--- config.mk ---
export PLATFORM = sky130hd
export DESIGN_NAME = tmt_addr_unit
export DESIGN_NICKNAME = d
export VERILOG_FILES = /design/src/design/text_mode_terminal_renderer_defines.svh /design/src/design/tmt_pkg.sv /design/src/design/tmt_addr_unit.sv
export SDC_FILE = /design/constraint.sdc
export NUM_CORES = 1
export LEC_CHECK = 0
export ABC_CLOCK_PERIOD_IN_PS = 4700
export BUFFER_PORTS_ARGS = -buffer_cell sky130_fd_sc_hd__buf_2
export CORE_UTILIZATION = 55
export DETAILED_ROUTE_END_ITERATION = 8
export PLACE_DENSITY = 0.8
export RECOVER_POWER = 100
export SETUP_SLACK_MARGIN = 0.05
export SLEW_MARGIN = 5
export SYNTH_ARGS = -nofsm -noshare
export SYNTH_HDL_FRONTEND = slang
export SYNTH_SLANG_ARGS = --single-unit
--- constraint.sdc ---
create_clock -name clk -period 4.7 [get_ports clk]
set_clock_uncertainty 0.2 [all_clocks]
set_input_delay 0.94 -clock clk [delete_from_list [all_inputs] [get_ports clk]]
set_output_delay 0.94 -clock clk [all_outputs]
set_load 0.02 [all_outputs]
--- src/design/text_mode_terminal_renderer_defines.svh ---
// Assertion helpers for the text-mode terminal renderer.
`ifndef TEXT_MODE_TERMINAL_RENDERER_DEFINES_SVH
`define TEXT_MODE_TERMINAL_RENDERER_DEFINES_SVH

// Assert a property on the rising clock edge, disabled while in reset.
`define TMT_ASSERT(label, prop, msg) \
  label: assert property (@(posedge clk) disable iff (rst) (prop)) else $error(msg);

// Assert that a signal is one-hot or all zero, disabled while in reset.
`define TMT_ONEHOT0(label, sig, msg) \
  label: assert property (@(posedge clk) disable iff (rst) $onehot0(sig)) else $error(msg);

`endif

--- src/design/tmt_pkg.sv ---
package tmt_pkg;

  localparam int GlyphHeight = 8;
  localparam logic [7:0] SpaceCode = 8'd32;

  typedef enum logic [1:0] {
    MODE_WRITE  = 2'd0,
    MODE_RENDER = 2'd1,
    MODE_FONT   = 2'd2,
    MODE_PAL    = 2'd3
  } mode_t;

  typedef enum logic [2:0] {
    REG_COLS   = 3'd0,
    REG_ROWS   = 3'd1,
    REG_SCROLL = 3'd2,
    REG_FG     = 3'd3,
    REG_BG     = 3'd4,
    REG_FIRST  = 3'd5,
    REG_LAST   = 3'd6
  } reg_idx_t;

  // Status handed from the address unit to the sequencer.
  typedef struct packed {
    logic busy;
    logic done;
  } addr_stat_t;

endpackage

--- src/design/tmt_addr_unit.sv ---
// Shared multiply-add unit: computes row * cols + col and registers the
// result when start is high. Used by write, render and scroll addressing.
module tmt_addr_unit #(
  parameter int AW = 12
) (
  input  logic          clk,
  input  logic          rst,
  input  logic          start,
  input  logic [4:0]    row,
  input  logic [6:0]    cols,
  input  logic [6:0]    col,
  output logic [AW-1:0] addr,
  output tmt_pkg::addr_stat_t stat
);
  import tmt_pkg::*;

  logic [11:0] prod;
  logic        done;

  assign prod = 12'(row) * 12'(cols) + 12'(col);

  always_ff @(posedge clk) begin
    if (rst) begin
      done <= 1'b0;
    end else begin
      done <= start;
    end
    if (start) begin
      addr <= AW'(prod);
    end
  end

  assign stat.busy = start;
  assign stat.done = done;

endmodule

== Word-level counts from Yosys, hierarchy flattened ==
Index checks and enable logic that the tools add are counted.

* Output and inout bits: 14
* Word-level logic and storage cells: 4
* Bits in registers: 13
* Input port bits: 22

* $add $sub $neg: 1
* Multiply operators: 1

{| class="wikitable"
|+ Operators by type and width
! kind !! number
|-
| 12-bit by 7-bit adder with 12-bit output || 1
|-
| 5-bit by 7-bit multiplier with 12-bit output || 1
|}

== Logic depth before layout (Yosys ltp) ==
* Depth after elaboration: 2
* Depth in mapped cells: 13
* Mapped depth without buffers: 13

== Least setup slack after synthesis ==
No wires, ideal clock.

* Kind: input to register
* Start point: input cols[2]
* End point: register addr[9] (data pin)
* Data arrival time: 4.004 ns
* Setup slack: 0.238 ns
* Data required time: 4.242 ns
* Stages on the path: 12
* Buffers on the path: 0
* Setup time: 0.258 ns
* Path through: and2_1 > fa_1 > fa_1 > inv_1 > fa_1 > inv_1 > ha_1 > and3_4 > a2111oi_4 > o21bai_2 > a21oi_2 > xnor2_1

* Cells in the longest elaborated chain, start to end: 2

{| class="wikitable"
|+ RTL lines
! element !! RTL line !! RTL
|-
| start, declared || tmt_addr_unit.sv:10 || <nowiki>input logic [6:0] cols,</nowiki>
|-
| 5-bit by 7-bit multiplier with 12-bit output || tmt_addr_unit.sv:20 || <nowiki>assign prod = 12'(row) * 12'(cols) + 12'(col);</nowiki>
|-
| 12-bit by 7-bit adder with 12-bit output || tmt_addr_unit.sv:20 ||
|-
| net prod[9] || tmt_addr_unit.sv:17 || <nowiki>logic [11:0] prod;</nowiki>
|-
| end signal, assigned || tmt_addr_unit.sv:29 || <nowiki>addr <= AW'(prod);</nowiki>
|-
| end, declared || tmt_addr_unit.sv:12 || <nowiki>output logic [AW-1:0] addr,</nowiki>
|}

The timed path passes the listed nets, and every way through them passes these cells.
A chain may end at the register's enable or synchronous reset.

== Worst setup path after layout ==
* Start point: input row[4]
* End point: register addr[11] (data pin)

* Cells in the longest elaborated chain, start to end: 2

{| class="wikitable"
|+ RTL lines
! element !! RTL line !! RTL
|-
| start, declared || tmt_addr_unit.sv:9 || <nowiki>input logic [4:0] row,</nowiki>
|-
| 5-bit by 7-bit multiplier with 12-bit output || tmt_addr_unit.sv:20 ||
|-
| 12-bit by 7-bit adder with 12-bit output || tmt_addr_unit.sv:20 ||
|-
| net prod[11] || tmt_addr_unit.sv:17 ||
|}

The timed path passes the listed nets, and every way through them passes these cells.

==> results.py <==
metrics = {
    "yosys": {
        "yosys_register_bits": 13,
        "yosysUniqueCellTypes": 30,
        "syn_area_sq_um": 1670,
        "netlist_instances": 164,
        "syn_avg_cell_area_sq_um": 10.2,
        "yosysSeqAreaShare": 0.227,
        "synth.yosys.warnings": 0,
        "syn_nets": 228,
    },
    "critical_path": {
        "crit_required_ns": 4.54,
        "critical_path_class": "in -> reg",
        "worstPathArrival_ns": 4.24,
        "start_kind": "input port",
        "endpoint_kind": "register",
        "worstPathMaxFanout": 7,
    },
    "global_routing": {
        "grt_pass1_wl_um": 4870,
        "track_usage": 0.195,
        "grt_pass1_vias": 1135,
        "grt_start_max_net_pins": 15,
        "antenna_found_initial": 0,
        "grt.overflow.total": 0,
    },
    "timing": {
        "finalHoldViolCount": 0,
        "timing.final.crit_share": 0.937,
        "fin_crit_ns": 4.41,
        "fin_hold_ws_ns": 0.622,
        "tns_ns": 0,
        "setup-violations-final": 0,
        "worstMarginPinSlew_ns": 0.697,
        "slew_violations": 0,
        "max_slew_margin": 0.535,
        "rsz0062_at_grt": "no",
        "fmax_ghz": 0.227,
    },
    "layout": {
        "fin_area_sq_um": 1890,
        "final_cell_mix": "39 x inv_1, 22 x fa_1, 20 x ha_1, 19 x buf_2",
        "fin_nets": 267,
        "drive_gt1_frac": 0.153,
        "final_common_cell": "inv_1",
        "num-fill-cells": 234,
        "multi_input_area_sq_um": 1130,
        "area.sequential_sq_um": 380,
        "n_antenna_cell": 0,
        "area_growth_pct": 12.7,
    },
    "drt": {
        "drc": 1,
        "num_vias": 1219,
        "post_drt_wl_per_cell_um": 12.3,
        "antenna_left": 0,
        "drt_iter0_drc": 49,
        "wirelength_um": 2860,
        "firstDrtPassIters": 6,
        "viasPerCell": 5.23,
    },
    "outcome": {
        "status": "complete, but fails checks",
        "violations": "DRC",
    },
    "clock_network": {
        "cts_buffer_depth": 2,
        "ctsResizeCount": 0,
        "numCtsBuffers": 3,
        "cts_hold_buf": 0,
        "ctsHtreeMaxLevel": 1,
        "cts.sinks": 13,
        "cts_tree": "done",
        "cts_root_buf": "clkbuf_4",
        "cts_setup_buffers": 0,
        "clk_pin_slew_ns": 0.08,
    },
    "floorplan": {
        "die-area_sq_um": 3270,
        "start_util": 0.592,
        "ios": 36,
        "die_h_um": 57.2,
        "core-area_sq_um": 2830,
        "die_x_um": 57.2,
        "rows": 19,
    },
    "flow_run": {
        "max-cap-violations": 0,
    },
    "power_and_ir_drop": {
        "total_power_w": 0.000725,
        "leakage_nw": 0.953,
        "power_density_nw_per_um2": 384,
        "vdd_drop_max_v": 0.000224,
    },
    "placed_design": {
        "hpwlAfterDp_um": 2480,
        "place.gp.congestion": 0.859,
        "port_buffers": 35,
        "placed_cell_area_sq_um": 1880,
    },
    "worst_hold_path": {
        "hp-class": "in -> reg",
    },
}
==> Yosys cell counts <==
| cell | number | area [sq um] |
|---|---|---|
| inv_1 | 39 | 146 |
| fa_1 | 22 | 440 |
| ha_1 | 20 | 250 |
| and2_1 | 19 | 119 |
| nand2_1 | 16 | 60.1 |
| edfxtp_1 | 12 | 360 |
| xnor2_1 | 6 | 52.6 |
| a21o_1 | 2 | 15.0 |
| a21oi_1 | 2 | 10.0 |
| a21oi_2 | 2 | 17.5 |
| buf_4 | 2 | 15.0 |
| nand3_1 | 2 | 10.0 |
| nor2b_1 | 2 | 12.5 |
| o21ai_0 | 2 | 10.0 |
| a2111oi_0 | 1 | 8.76 |
| a2111oi_4 | 1 | 27.5 |
| a221oi_1 | 1 | 8.76 |
| a31oi_1 | 1 | 6.26 |
| and2_2 | 1 | 7.51 |
| and3_1 | 1 | 6.26 |
| and3_2 | 1 | 7.51 |
| and3_4 | 1 | 11.3 |
| dfxtp_1 | 1 | 20.0 |
| nand2b_1 | 1 | 6.26 |
| nand3b_1 | 1 | 7.51 |
| nor2_1 | 1 | 3.75 |
| nor3_1 | 1 | 5.00 |
| o21ai_2 | 1 | 8.76 |
| o21bai_2 | 1 | 11.3 |
| xor2_1 | 1 | 8.76 |
==> cell type report <==
cell class,count,share of cell area
Clock buffer,4,0.0139
Timing Repair Buffer,36,0.0862
Multi-Input combinational cell,110,0.600
Tap cell,31,0.0206
Inverter,39,0.0776
Sequential cell,13,0.202
==> power breakdown <==
group          switching (W)  total (W)  internal, W  leakage [nW]
clock              0.0000356  0.0000684    0.0000329        0.0150
sequential        0.00000861   0.000195     0.000186         0.125
combinational       0.000270   0.000462     0.000191         0.813
total               0.000315   0.000725     0.000411         0.953
==> critical path: stages <==
cell and delay (ns):
clkbuf_1 0.14, and2_1 0.18, fa_1 0.51, fa_1 0.54, inv_1 0.05, fa_1 0.53
inv_1 0.04, ha_1 0.33, and3_4 0.19, a2111oi_4 0.46, o21ai_2 0.09, a21oi_2 0.16
xnor2_1 0.07
==> cells by family after synthesis <==
group / synth area share
simple gates: 0.153
fa+ha+maj: 0.413
buf+inv: 0.0964
compound gates: 0.0740
flops: 0.227
xor+xnor: 0.0366
==> metrics by stage <==
step,cells,setup WS (ns),utilization
2_1_floorplan,164,0.238,-
3_3_place_gp,229,0.0649,0.665
3_5_place_dp,229,0.00967,0.665
4_1_cts,233,0.321,0.674
5_1_grt,233,0.100,0.667
6_report,233,0.294,0.667
==> metal layers <==
metal	GRT usage	routed length, um	part of all wire
met4	0.0418	13	0.0045
met5	0	0	0
met2	0.350	1530	0.54
met1	0.248	1220	0.43
met3	0.0340	97	0.034
==> sequential cells by signal (all words and copies together) (netlist names) <==
name  flops
addr     12
done      1
==> final timing paths <==
| path | startpoint | end | slack (ns) | cells past startpoint |
|---|---|---|---|---|
| setup / recovery | row[4] | addr[11] | 0.29 | 13 |
| hold / removal | rst | done | 0.62 | 2 |
No activity file was read; power rests on OpenSTA's default activity.
